--- src/rtl/divisor_count_minus_one_assert.svh ---
// assertion macros for the divisor count block
`ifndef DIVISOR_COUNT_MINUS_ONE_ASSERT_SVH
`define DIVISOR_COUNT_MINUS_ONE_ASSERT_SVH

`ifndef SYNTHESIS
// checked while out of reset
`define DCM_ASSERT(label, prop, msg) \
  label: assert property (@(posedge clk_i) disable iff (!rst_ni) prop) else $error(msg);
// checked at every edge, reset included
`define DCM_ASSERT_ALWAYS(label, prop, msg) \
  label: assert property (@(posedge clk_i) prop) else $error(msg);
`else
`define DCM_ASSERT(label, prop, msg)
`define DCM_ASSERT_ALWAYS(label, prop, msg)
`endif

`endif

--- src/rtl/dcm_pkg.sv ---
// shared types and constants for the divisor count block
`default_nettype none

package dcm_pkg;

  localparam int unsigned NUMBER_WIDTH_DEF = 40;

  // running divisor count, wide enough to saturate past the output range
  localparam int unsigned COUNT_W = 15;
  localparam logic [COUNT_W-1:0] COUNT_MAX = '1;

  localparam int unsigned BASE_COUNT_W = 14;
  localparam logic [BASE_COUNT_W-1:0] BASE_COUNT_MAX = '1;

  typedef struct packed {
    logic load;
    logic start_div;
    logic take_quot;
    logic close_factor;
    logic double_up;
    logic emit;
  } dcm_cmd_t;

  typedef struct packed {
    logic div_done;
    logic rem_zero;
    logic quot_lt_div;
  } dcm_stat_t;

endpackage

`default_nettype wire

--- src/rtl/dcm_number_if.sv ---
// input channel carrying the number to factor
`default_nettype none

interface dcm_number_if #(
  parameter int unsigned NUMBER_WIDTH = dcm_pkg::NUMBER_WIDTH_DEF
);
  logic                    valid;
  logic                    ready;
  logic [NUMBER_WIDTH-1:0] number;

  modport source (output valid, output number, input ready);
  modport sink   (input valid, input number, output ready);
endinterface

`default_nettype wire

--- src/rtl/dcm_count_if.sv ---
// output channel carrying the base count
`default_nettype none

interface dcm_count_if;
  logic                              valid;
  logic                              ready;
  logic [dcm_pkg::BASE_COUNT_W-1:0]  base_count;

  modport source (output valid, output base_count, input ready);
  modport sink   (input valid, input base_count, output ready);
endinterface

`default_nettype wire

--- src/rtl/dcm_divider.sv ---
// restoring divider, one quotient bit per cycle
`default_nettype none

module dcm_divider #(
  parameter int unsigned NUMBER_WIDTH = dcm_pkg::NUMBER_WIDTH_DEF
) (
  input  wire logic                    clk_i,
  input  wire logic                    rst_ni,
  input  wire logic                    start_i,
  input  wire logic [NUMBER_WIDTH-1:0] dividend_i,
  input  wire logic [NUMBER_WIDTH-1:0] divisor_i,
  output logic                         done_o,
  output logic [NUMBER_WIDTH-1:0]      quot_o,
  output logic [NUMBER_WIDTH-1:0]      rem_o
);
  localparam int unsigned CntW = $clog2(NUMBER_WIDTH);

  logic                    busy_q, busy_d;
  logic                    done_q, done_d;
  logic [CntW-1:0]         cnt_q, cnt_d;
  logic [NUMBER_WIDTH-1:0] quot_q, quot_d;
  logic [NUMBER_WIDTH-1:0] rem_q, rem_d;
  logic [NUMBER_WIDTH:0]   shifted;
  logic [NUMBER_WIDTH+1:0] diff;
  logic                    fits;

  // divisor is held steady by the datapath for the whole division
  assign shifted = {rem_q, quot_q[NUMBER_WIDTH-1]};
  assign diff    = {1'b0, shifted} - {2'b00, divisor_i};
  assign fits    = ~diff[NUMBER_WIDTH+1];

  always_comb begin
    busy_d = busy_q;
    done_d = 1'b0;
    cnt_d  = cnt_q;
    quot_d = quot_q;
    rem_d  = rem_q;
    if (start_i) begin
      busy_d = 1'b1;
      cnt_d  = '0;
      quot_d = dividend_i;
      rem_d  = '0;
    end else if (busy_q) begin
      rem_d  = fits ? diff[NUMBER_WIDTH-1:0] : shifted[NUMBER_WIDTH-1:0];
      quot_d = {quot_q[NUMBER_WIDTH-2:0], fits};
      cnt_d  = cnt_q + CntW'(1);
      if (cnt_q == CntW'(NUMBER_WIDTH - 1)) begin
        busy_d = 1'b0;
        done_d = 1'b1;
      end
    end
  end

  always_ff @(posedge clk_i or negedge rst_ni) begin
    if (!rst_ni) begin
      busy_q <= 1'b0;
      done_q <= 1'b0;
      cnt_q  <= '0;
    end else begin
      busy_q <= busy_d;
      done_q <= done_d;
      cnt_q  <= cnt_d;
    end
  end

  always_ff @(posedge clk_i) begin
    quot_q <= quot_d;
    rem_q  <= rem_d;
  end

  assign done_o = done_q;
  assign quot_o = quot_q;
  assign rem_o  = rem_q;

endmodule

`default_nettype wire

--- src/rtl/dcm_datapath.sv ---
// cofactor, candidate, exponent and count registers around the divider
`default_nettype none

module dcm_datapath #(
  parameter int unsigned NUMBER_WIDTH = dcm_pkg::NUMBER_WIDTH_DEF
) (
  input  wire logic                              clk_i,
  input  wire logic                              rst_ni,
  input  wire dcm_pkg::dcm_cmd_t                 cmd_i,
  output dcm_pkg::dcm_stat_t                     stat_o,
  input  wire logic [NUMBER_WIDTH-1:0]           number_i,
  output logic [dcm_pkg::BASE_COUNT_W-1:0]       base_count_o
);
  import dcm_pkg::*;

  localparam int unsigned ExpW  = $clog2(NUMBER_WIDTH + 2);
  localparam int unsigned ProdW = COUNT_W + ExpW;

  logic [NUMBER_WIDTH-1:0] n_q, d_q;
  logic [COUNT_W-1:0]      total_q;
  logic [ExpW-1:0]         exp_q;
  logic [BASE_COUNT_W-1:0] base_count_q;

  logic                    div_done;
  logic [NUMBER_WIDTH-1:0] quot, rem;
  logic [ExpW-1:0]         mul_b;
  logic [ProdW-1:0]        product;
  logic [COUNT_W-1:0]      prod_sat;
  logic [COUNT_W-1:0]      total_m1;
  logic [NUMBER_WIDTH-1:0] d_next;

  dcm_divider #(
    .NUMBER_WIDTH(NUMBER_WIDTH)
  ) u_divider (
    .clk_i     (clk_i),
    .rst_ni    (rst_ni),
    .start_i   (cmd_i.start_div),
    .dividend_i(n_q),
    .divisor_i (d_q),
    .done_o    (div_done),
    .quot_o    (quot),
    .rem_o     (rem)
  );

  assign stat_o.div_done    = div_done;
  assign stat_o.rem_zero    = (rem == '0);
  assign stat_o.quot_lt_div = (quot < d_q);

  // closing a prime multiplies by exponent+1, a leftover prime cofactor by two
  always_comb begin
    if (cmd_i.double_up) begin
      mul_b = (n_q > NUMBER_WIDTH'(1)) ? ExpW'(2) : ExpW'(1);
    end else begin
      mul_b = exp_q;
    end
  end

  assign product  = {{ExpW{1'b0}}, total_q} * {{COUNT_W{1'b0}}, mul_b};
  assign prod_sat = (product > ProdW'(COUNT_MAX)) ? COUNT_MAX : product[COUNT_W-1:0];

  // 2, then odd candidates
  assign d_next = (d_q == NUMBER_WIDTH'(2)) ? NUMBER_WIDTH'(3) : d_q + NUMBER_WIDTH'(2);

  assign total_m1 = total_q - COUNT_W'(1);

  always_ff @(posedge clk_i) begin
    if (cmd_i.load) begin
      n_q     <= number_i;
      d_q     <= NUMBER_WIDTH'(2);
      total_q <= COUNT_W'(1);
      exp_q   <= ExpW'(1);
    end
    if (cmd_i.take_quot) begin
      n_q   <= quot;
      exp_q <= exp_q + ExpW'(1);
    end
    if (cmd_i.close_factor) begin
      total_q <= prod_sat;
      exp_q   <= ExpW'(1);
      d_q     <= d_next;
    end
    if (cmd_i.double_up) begin
      total_q <= prod_sat;
    end
    if (cmd_i.emit) begin
      base_count_q <= (total_m1 > COUNT_W'(BASE_COUNT_MAX)) ? BASE_COUNT_MAX
                                                            : total_m1[BASE_COUNT_W-1:0];
    end
  end

  assign base_count_o = base_count_q;

endmodule

`default_nettype wire

--- src/rtl/dcm_ctrl.sv ---
// controller sequencing trial divisions and the output word
`default_nettype none

`include "divisor_count_minus_one_assert.svh"

module dcm_ctrl (
  input  wire logic               clk_i,
  input  wire logic               rst_ni,
  input  wire logic               in_valid_i,
  output logic                    in_ready_o,
  output logic                    out_valid_o,
  input  wire logic               out_ready_i,
  input  wire dcm_pkg::dcm_stat_t stat_i,
  output dcm_pkg::dcm_cmd_t       cmd_o
);
  import dcm_pkg::*;

  localparam logic [2:0] S_IDLE   = 3'd0;
  localparam logic [2:0] S_START  = 3'd1;
  localparam logic [2:0] S_WAIT   = 3'd2;
  localparam logic [2:0] S_FINAL  = 3'd3;
  localparam logic [2:0] S_RESULT = 3'd4;

  logic [2:0] state_q, state_d;
  logic       inner_q, inner_d;
  logic       out_valid_q, out_valid_d;
  logic       in_accept;

  assign in_ready_o = (state_q == S_IDLE);
  assign in_accept  = in_valid_i && in_ready_o;

  always_comb begin
    state_d = state_q;
    inner_d = inner_q;
    cmd_o   = '0;
    unique case (state_q)
      S_IDLE: begin
        if (in_valid_i) begin
          cmd_o.load = 1'b1;
          inner_d    = 1'b0;
          state_d    = S_START;
        end
      end
      S_START: begin
        cmd_o.start_div = 1'b1;
        state_d         = S_WAIT;
      end
      S_WAIT: begin
        if (stat_i.div_done) begin
          // the square-root bound is only tested before a new candidate
          if (!inner_q && stat_i.quot_lt_div) begin
            state_d = S_FINAL;
          end else if (stat_i.rem_zero) begin
            cmd_o.take_quot = 1'b1;
            inner_d         = 1'b1;
            state_d         = S_START;
          end else begin
            cmd_o.close_factor = 1'b1;
            inner_d            = 1'b0;
            state_d            = S_START;
          end
        end
      end
      S_FINAL: begin
        cmd_o.double_up = 1'b1;
        state_d         = S_RESULT;
      end
      S_RESULT: begin
        if (!out_valid_q || out_ready_i) begin
          cmd_o.emit = 1'b1;
          state_d    = S_IDLE;
        end
      end
      default: begin
        state_d = S_IDLE;
      end
    endcase
  end

  always_comb begin
    out_valid_d = out_valid_q;
    if (cmd_o.emit) begin
      out_valid_d = 1'b1;
    end else if (out_ready_i) begin
      out_valid_d = 1'b0;
    end
  end

  always_ff @(posedge clk_i or negedge rst_ni) begin
    if (!rst_ni) begin
      state_q     <= S_IDLE;
      inner_q     <= 1'b0;
      out_valid_q <= 1'b0;
    end else begin
      state_q     <= state_d;
      inner_q     <= inner_d;
      out_valid_q <= out_valid_d;
    end
  end

  assign out_valid_o = out_valid_q;

  `DCM_ASSERT(a_accept_starts, in_accept |=> state_q == S_START, "accepted word did not start")
  `DCM_ASSERT(a_cmd_onehot, $onehot0(cmd_o), "overlapping commands")
  `DCM_ASSERT(a_done_in_wait, stat_i.div_done |-> state_q == S_WAIT, "divider done outside wait")
  `DCM_ASSERT(a_emit_free, cmd_o.emit |-> (!out_valid_q || out_ready_i), "pending word overwritten")
  `DCM_ASSERT_ALWAYS(a_reset_clears, !rst_ni |=> !out_valid_q, "output valid after reset")

endmodule

`default_nettype wire

--- src/rtl/divisor_count_minus_one.sv ---
// divisor_count_minus_one: number of divisors of a positive integer, minus one
//
// in_i takes one word holding number; out_o returns one word holding
// base_count, the divisor count of number minus one (saturated at 16383).
// Both channels move a word when valid and ready are high at a clock edge.
// The block factors the number by trial division with 2 and then odd
// candidates, using one restoring divider that yields one quotient bit a
// cycle. in_i.ready returns in the same cycle that the output register
// is loaded with the finished word.
// One item is worked on at a time; in_i.ready is high only between items.
// The finished word sits in an output register, so a stalled receiver does
// not hold back the next input; a further result waits until it is taken.
// Reset (rst_ni low, asynchronous) drops any item in flight, clears the
// output valid and leaves the block ready for a new word.
`default_nettype none

module divisor_count_minus_one #(
  parameter int unsigned NUMBER_WIDTH = dcm_pkg::NUMBER_WIDTH_DEF
) (
  input  wire logic   clk_i,
  input  wire logic   rst_ni,
  dcm_number_if.sink  in_i,
  dcm_count_if.source out_o
);
  import dcm_pkg::*;

  dcm_cmd_t  cmd;
  dcm_stat_t stat;

  dcm_ctrl u_ctrl (
    .clk_i      (clk_i),
    .rst_ni     (rst_ni),
    .in_valid_i (in_i.valid),
    .in_ready_o (in_i.ready),
    .out_valid_o(out_o.valid),
    .out_ready_i(out_o.ready),
    .stat_i     (stat),
    .cmd_o      (cmd)
  );

  dcm_datapath #(
    .NUMBER_WIDTH(NUMBER_WIDTH)
  ) u_datapath (
    .clk_i       (clk_i),
    .rst_ni      (rst_ni),
    .cmd_i       (cmd),
    .stat_o      (stat),
    .number_i    (in_i.number),
    .base_count_o(out_o.base_count)
  );

endmodule

`default_nettype wire

--- src/flat_wrapper.sv ---
// flat-port wrapper written by rule: the top's interface ports become plain ports
module divisor_count_minus_one_flat import dcm_pkg::*;
#(
  parameter int unsigned NUMBER_WIDTH = dcm_pkg::NUMBER_WIDTH_DEF
)
  (clk_i, rst_ni, in_i_valid, in_i_number, in_i_ready, out_o_valid, out_o_base_count, out_o_ready);
  dcm_number_if #(.NUMBER_WIDTH(NUMBER_WIDTH)) in_i_i ();
  dcm_count_if out_o_i ();
  input  wire logic clk_i;
  input  wire logic rst_ni;
  input wire logic [$bits(in_i_i.valid)-1:0] in_i_valid;
  input wire logic [$bits(in_i_i.number)-1:0] in_i_number;
  output wire logic [$bits(in_i_i.ready)-1:0] in_i_ready;
  output wire logic [$bits(out_o_i.valid)-1:0] out_o_valid;
  output wire logic [$bits(out_o_i.base_count)-1:0] out_o_base_count;
  input wire logic [$bits(out_o_i.ready)-1:0] out_o_ready;
  assign in_i_i.valid = in_i_valid;
  assign in_i_i.number = in_i_number;
  assign in_i_ready = in_i_i.ready;
  assign out_o_valid = out_o_i.valid;
  assign out_o_base_count = out_o_i.base_count;
  assign out_o_i.ready = out_o_ready;
  divisor_count_minus_one #(.NUMBER_WIDTH(NUMBER_WIDTH)) u_core (.clk_i(clk_i), .rst_ni(rst_ni), .in_i(in_i_i), .out_o(out_o_i));
endmodule
--- config.mk ---
export PLATFORM = sky130hd
export DESIGN_NAME = divisor_count_minus_one_flat
export DESIGN_NICKNAME = d
export VERILOG_FILES = /design/src/rtl/dcm_pkg.sv /design/src/rtl/dcm_number_if.sv /design/src/rtl/dcm_count_if.sv /design/src/rtl/dcm_divider.sv /design/src/rtl/dcm_datapath.sv /design/src/rtl/dcm_ctrl.sv /design/src/rtl/divisor_count_minus_one.sv /design/src/flat_wrapper.sv
export VERILOG_INCLUDE_DIRS = /design/src /design/src/rtl
export SDC_FILE = /design/constraint.sdc
export NUM_CORES = 1
export LEC_CHECK = 0
export BUFFER_PORTS_ARGS = -buffer_cell sky130_fd_sc_hd__buf_2
export CELL_PAD_IN_SITES_DETAIL_PLACEMENT = 0
export CELL_PAD_IN_SITES_GLOBAL_PLACEMENT = 1
export CORE_MARGIN = 2
export CORE_UTILIZATION = 45
export CTS_CLUSTER_DIAMETER = 80
export DETAILED_ROUTE_END_ITERATION = 12
export GPL_TIMING_DRIVEN = 1
export PLACE_DENSITY = 0.74
export SETUP_SLACK_MARGIN = 0.4
export SLEW_MARGIN = 20
export SYNTH_ARGS = -nofsm -noshare
export SYNTH_HDL_FRONTEND = slang
export SYNTH_HIERARCHICAL = 1
export SYNTH_SLANG_ARGS = --single-unit
export TNS_END_PERCENT = 50
--- constraint.sdc ---
create_clock -name clk_i -period 17.2 [get_ports clk_i]
set_clock_uncertainty 0.1 [all_clocks]
set_input_delay 1.72 -clock clk_i [delete_from_list [all_inputs] [get_ports clk_i]]
set_output_delay 1.72 -clock clk_i [all_outputs]
set_load 0.05 [all_outputs]
==> metrics.txt, run 1 <==
largest net degree at the start of global routing 88; final setup violation count 0; core area 34630 um^2; R2R Setup Slk 9810 ps; global placer's final weighted congestion 0.8358; CTS clk-pin slew, worst paths 60 ps; Synth warnings 6; main area contributors after synthesis edfxtp_1, ha_1, fa_1; post-CTS setup buffers 0; PnR worst setup slack 9814 ps; share of layout cells above drive strength 1 13.43%; worst r2r dst u_core/u_datapath/total_q[10]$_DFFE_PP_; Synth area leader edfxtp_1; required time worst endpoint 17330 ps; Fmax 135.4 MHz; Die Area 36850 um^2; worst vdd ir 0.09904 mV; global-route wire length before repair 65310 um; die height 192.0 um; number of I/O pins 60; Synth top cells by count nand2_1, inv_1, edfxtp_1; P per Cell Area 189.4 nW/um^2; Yosys top cell area share 28.14%; WL/cell 18.48 um; fin. max-slew vios 0; Int Pwr 0.001869 W; hold_buf cts 0; Final ANT Viol Nets 0; initial antenna violation count 2; max-cap check violation count 0; CTS Root Cell clkbuf_16; starting density of the core 45.91%; post-route clock period utilization 42.94%; clk sinks 208; via count 12380; Sequential Power Share 29.5%; GRT Total Usage 22.38%; H-Tree Level Count 1; status complete, no violations; Reg2Reg Depth 20; Worst Max-Slew Pin Slew 1012 ps; Post-synth EDFFs 149; arrival time worst endpoint 7510 ps; CP endpoint kind flop; via/cell ratio 5.673; startpoint class of the critical path flop; r2r startpoint u_core/u_ctrl/state_q[1]$_DFFE_PN0P_; ant diodes 0; Placement Setup Slack 9947 ps; CTS tree yes; # nets final 1919; Chip Width 192.0 um; IO Port Bufs 59; Gate power share 51.8%; row count 68; GRT Residual Overflow 0; sequential cell area fraction in the yosys report 35.98%; Initial DRC Count 776; Net Switching 0.001448 W; Synthesized Nets 1897; max_slew headroom 32.56%; Placed Cells 2135; post-CTS sizing 0; vias in the first global route 11900; post-layout util 50.57%; Post-Route Setup TNS 0 ps; hold depth 1; Post-synth top flop edfxtp_1; asr flop ratio synth 6.250%; crit path max fanout 15; Post-Synthesis Mean Instance Area 9.429 um^2; Crit Path Class reg2reg; synth unique cells 77; TritonCTS buffer count 26; Hold Path Class reg2reg; post-route DRC violation count 0; worst skew pair latency 550 ps; Area growth syn-to-layout 10.14%; final hold viol count 0; non-filler instance count after layout 2183; DP HPWL 30280 um; Yosys reg bits 208; synthesized cell area 15900 um^2; top-count cell post-synth nand2_1; sw frac 43.66%; Mapped Cells 1686; WL final 40350 um; Fillers 3229; drt first pass iters 5; RSZ-0062 raised after global routing no; P_leak 7.043 nW; Final min period 7386 ps; maximum buffer depth of the clock tree 3; min-delay src u_core/u_datapath/exp_q[5]$_SDFFE_PP0P_; Clock power frac 18.7%; hold worst-path end u_core/u_datapath/exp_q[5]$_SDFFE_PP0P_
[routing by layer]
layer	vias to the layer above	wire length, um	GRT usage [%]
li1	6026	-	-
met1	6004	20350	34.89
met2	307	17110	32.66
met3	47	2034	2.430
met4	0	858	5.888
met5	-	0	0
[worst max path at each step]
stage	startpoint	slack, ps	to	depth (start not counted)
detailed placement	u_core/u_ctrl/state_q[1]$_DFFE_PN0P_	9950	u_core/u_datapath/total_q[14]$_DFFE_PP_	20
global route	u_core/u_ctrl/state_q[1]$_DFFE_PN0P_	9310	u_core/u_datapath/total_q[12]$_DFFE_PP_	22
CTS	u_core/u_ctrl/state_q[1]$_DFFE_PN0P_	9900	u_core/u_datapath/total_q[10]$_DFFE_PP_	20
global placement	u_core/u_ctrl/state_q[1]$_DFFE_PN0P_	10160	u_core/u_datapath/total_q[4]$_DFFE_PP_	20
floorplan	u_core/u_ctrl/state_q[2]$_DFFE_PN0P_	11130	u_core/u_datapath/total_q[10]$_DFFE_PP_	22
finish	u_core/u_ctrl/state_q[1]$_DFFE_PN0P_	9810	u_core/u_datapath/total_q[10]$_DFFE_PP_	20
[registers in the layout, summed over array words and instances (netlist names), 3 cells and up]
| signal | flops |
|---|---|
| u_core/u_ctrl/state_q | 3 |
| u_core/u_datapath/u_divider/quot_o | 40 |
| u_core/u_datapath/n_q | 40 |
| u_core/u_datapath/u_divider/rem_o | 40 |
| u_core/u_datapath/base_count_o | 14 |
| u_core/u_datapath/d_q | 40 |
| u_core/u_datapath/exp_q | 6 |
| u_core/u_datapath/u_divider/cnt_q | 6 |
| u_core/u_datapath/total_q | 15 |
[power groups by stage]
stage	combinational, W	clock, W	sequential, W
after floorplan	0.00138	0	0.000882
after global placement	0.00169	0	0.000981
after detailed placement	0.00170	0	0.000985
after CTS	0.00171	0.000634	0.000977
after global routing	0.00193	0.000653	0.00101
final	0.00172	0.000620	0.000978
[cells in the final DEF (no fill, tap or decap), types with 6 or more instances in the layout]
cell,instances
a211o_1,6
a211oi_1,10
a21o_1,29
a21oi_1,72
a311oi_1,36
a31oi_1,21
and2_1,31
and3_1,7
buf_2,59
buf_4,14
bufinv_16,7
clkbuf_16,26
dfrtp_1,12
dfxtp_1,46
edfxtp_1,149
fa_1,54
ha_1,113
inv_1,156
mux2_2,80
nand2_1,221
nand2b_1,14
nand3_1,32
nand4_1,28
nor2_1,130
nor2b_1,15
nor3_1,28
nor3b_1,13
nor4_1,35
o211ai_1,6
o21a_1,14
o21ai_0,54
o21bai_1,6
o31ai_1,6
or3_1,6
xnor2_1,71
xor2_1,29
[per-stage QoR]
step           cell area [um^2]  hold WS, ps  total power, W
3_3_place_gp              16530        364.0        0.002668
6_report                  17510        386.7        0.003317
5_1_grt                   17510        446.2        0.003588
4_1_cts                   17510        392.6        0.003324
2_1_floorplan             15900        342.6        0.002258
3_5_place_dp              16530        384.7        0.002687
[worst max-delay path, stage by stage (launching register included)]
cell,delay [ps]
dfrtp_1,470
inv_2,80
nor3b_2,480
inv_1,150
nor4_1,320
nand4_1,110
nor3_1,520
a21o_1,520
nand2_1,140
fa_1,520
fa_1,440
fa_1,550
inv_1,40
ha_1,390
a2111oi_4,390
o21ai_2,130
a31oi_2,240
o21ai_1,150
mux2_4,340
nor4b_4,780
a31oi_1,210
[cell families after synthesis]
logic type / synth area share (%)
adders and majority gates: 15.69
buffers and inverters: 5.918
AOI/OAI and AO/OA: 12.90
DFF: 35.98
xor gates and xnor gates: 5.509
muxes: 5.887
and+or+nand+nor: 18.11
[area by class of cell]
cell class	count	area, um^2	share of cell area, %
clock buffers	29	681.9	3.894
multi-input cells	1242	9251	52.83
clock inverters	19	296.5	1.693
repair buffers	73	400.4	2.287
flip-flops and latches	208	5722	32.68
inverters	157	589.3	3.365
well taps	455	569.3	3.251
No activity file was read; power rests on OpenSTA's default activity.
==> run 2, diff against run 1 <==
- clock period: 17.2 -> 7.6 ns (I/O delays scaled with it)
==> run 2 against run 1 <==
  * Routed wire length is 2.7% higher
  * Worst setup slack worse by 8800 ps
  * Critical endpoint is now u_core/u_datapath/total_q[4]$_DFFE_PP_
  * Via count is 1.2% higher
  * Highest routed layer unchanged
  * Sequential share of layout area is 0.19 points higher
  * Critical path depth is 2 higher
  * Clock power is 100% higher
  * Final area is 0.59% lower
  * Sequential power is 130% higher
==> metrics.txt, run 2 (same netlist as run 1, synthesis figures left out) <==
status complete, no violations; max-cap check violation count 0 (unchanged); crit path max fanout 14 (-1); IO Port Bufs 59 (unchanged); post-route clock period utilization 87.29% (+44 points); Initial DRC Count 951 (+23%); max_slew headroom 32.44% (-0.12 points); worst skew pair latency 550 ps (about the same); post-route DRC violation count 0 (unchanged); CP endpoint kind flop; P_leak 6.989 nW (-0.77%); number of I/O pins 60 (unchanged); DP HPWL 30810 um (+1.7%); vias in the first global route 12150 (+2.1%); Fillers 3253 (+0.74%); Hold Path Class in2async; CP max stage delay 540 ps (-240 ps); row count 68 (unchanged); Area growth syn-to-layout 9.492%; GRT Total Usage 22.80% (+0.42 points); via count 12540 (+1.2%); die height 192.0 um (unchanged); Final ANT Viol Nets 0 (unchanged); TritonCTS buffer count 27 (+3.8%); # nets final 1924 (+0.26%); global placer's final weighted congestion 0.8623 (+3.2%); RSZ-0062 raised after global routing no; Placement Setup Slack 488.1 ps (-9459 ps); R2R Setup Slk 970 ps (-8850 ps); via/cell ratio 5.727 (+0.95%); Chip Width 192.0 um (unchanged); core area 34630 um^2 (unchanged); maximum buffer depth of the clock tree 3 (unchanged); WL/cell 18.93 um (+2.4%); starting density of the core 45.91% (unchanged); clk sinks 208 (unchanged); ant diodes 0 (unchanged); CTS Root Cell clkbuf_16; P per Cell Area 424.2 nW/um^2 (+120%); H-Tree Level Count 1 (unchanged); Top Family by Delay on Critical Path simple AND/OR/NAND/NOR gates; DP Area 16540 um^2 (about the same); final setup violation count 0 (unchanged); PnR worst setup slack 966.0 ps (-8848 ps); startpoint class of the critical path flop; arrival time worst endpoint 6790 ps (-720 ps); final hold viol count 0 (unchanged); Die Area 36850 um^2 (unchanged); r2r startpoint u_core/u_ctrl/state_q[1]$_DFFE_PN0P_; CP Cell Sequence inv_2 -> nor3b_2 -> inv_1 -> nor4_1 -> nand4_1 -> nor3_1 -> nor2_1 -> and2_1 -> fa_1 -> inv_1 -> fa_1 -> fa_1 -> inv_1 -> ha_1 -> a211oi_1 -> o21ai_2 -> a31oi_2 -> o21ai_1 -> mux2_4 -> nor4b_4 -> buf_4 -> a31oi_1; post-layout power 0.007384 W (+120%); fin. max-slew vios 0 (unchanged); initial antenna violation count 1 (-1); CTS clk-pin slew, worst paths 60 ps (about the same); Reg2Reg Depth 22 (+10%); required time worst endpoint 7750 ps (-9580 ps); Final min period 6634 ps (-752.5 ps); Fmax 150.7 MHz (+11%); critical path's slowest cell fa_1; CP startpoint u_core/u_ctrl/state_q[1]$_DFFE_PN0P_; most common cell after layout, fill and taps aside nand2_1; drt first pass iters 5 (unchanged); CTS tree yes; WL final 41450 um (+2.7%); buffers and inverters on the worst path 5 (+2); Post-Route Setup TNS 0 ps (unchanged); hold_buf cts 0 (unchanged); Crit Path Class reg2reg; worst vdd ir 0.2438 mV (+150%); global-route wire length before repair 66570 um (+1.9%); GRT Residual Overflow 0 (unchanged); worst r2r dst u_core/u_datapath/total_q[4]$_DFFE_PP_; Worst Max-Slew Pin Slew 1010 ps (-1.871 ps); most frequent cells in the layout nand2_1, inv_1, edfxtp_1; largest net degree at the start of global routing 88 (unchanged); design area 17410 um^2 (-0.59%); share of layout cells above drive strength 1 13.26% (-0.16 points)
==> run 2: cell types whose count changed in the layout (fill, tap and decap cells not counted), sizes merged <==
| cell | delta |
|---|---|
| buf | +4 |
| clkbuf | +10 |
| bufinv | -6 |
| clkinv | -2 |
==> run 2: final cells by class <==
class	count	area (um^2)	area share, %
timing repair buffer	77	430.4	2.473
clock buffer	39	742.0	4.263
inverter	157	589.3	3.386
clock inverter	11	98.84	0.5679
multi-input combinational	1242	9255	53.17
sequential	208	5722	32.87
tap	455	569.3	3.271
==> run 2: how the worst max path moves through the flow <==
stage,to,slack [ps],depth (start not counted)
2_1_floorplan,u_core/u_datapath/total_q[10]$_DFFE_PP_,1530,22
3_3_place_gp,u_core/u_datapath/total_q[8]$_DFFE_PP_,850,20
3_5_place_dp,u_core/u_datapath/total_q[11]$_DFFE_PP_,490,20
4_1_cts,u_core/u_datapath/total_q[6]$_DFFE_PP_,500,20
5_1_grt,u_core/u_datapath/total_q[2]$_DFFE_PP_,380,22
6_report,u_core/u_datapath/total_q[4]$_DFFE_PP_,970,22
==> run 2: repair_timing <==
item / 4_1_cts / 5_1_grt
setup endpoints to repair: 0 / 15
resized for setup: 0 / 3
setup buffers: 0 / 3
endpoints found under the hold margin: 0 / 0
==> run 2: routing by layer <==
metal  vias up  GRT usage (%)  wire, um  part of all wire, %
li1       6043              -         -                    -
met1      6156          34.92     20540                   50
met2       298          34.23     17920                   43
met3        39          3.088      2336                  5.6
met4         0          4.586       652                  1.6
met5         -              0         0                    0
==> run 2: power breakdown <==
part / leakage, nW / internal [W] / total, W / switching, W
clock network: 0.403 / 0.000715 / 0.00124 / 0.000521
logic: 4.59 / 0.00163 / 0.00393 / 0.00229
registers: 2.00 / 0.00173 / 0.00222 / 0.000490
total: 6.99 / 0.00408 / 0.00738 / 0.00330
==> run 2: stage by stage <==
stage               cells  util (%)  hold WS [ps]
detailed placement   2136     47.76         392.9
finish               2189     50.27        0.7188
global placement     2136     47.76         376.0
floorplan            1686         -         342.6
global route         2189     50.27         21.64
CTS                  2186     50.19         3.752
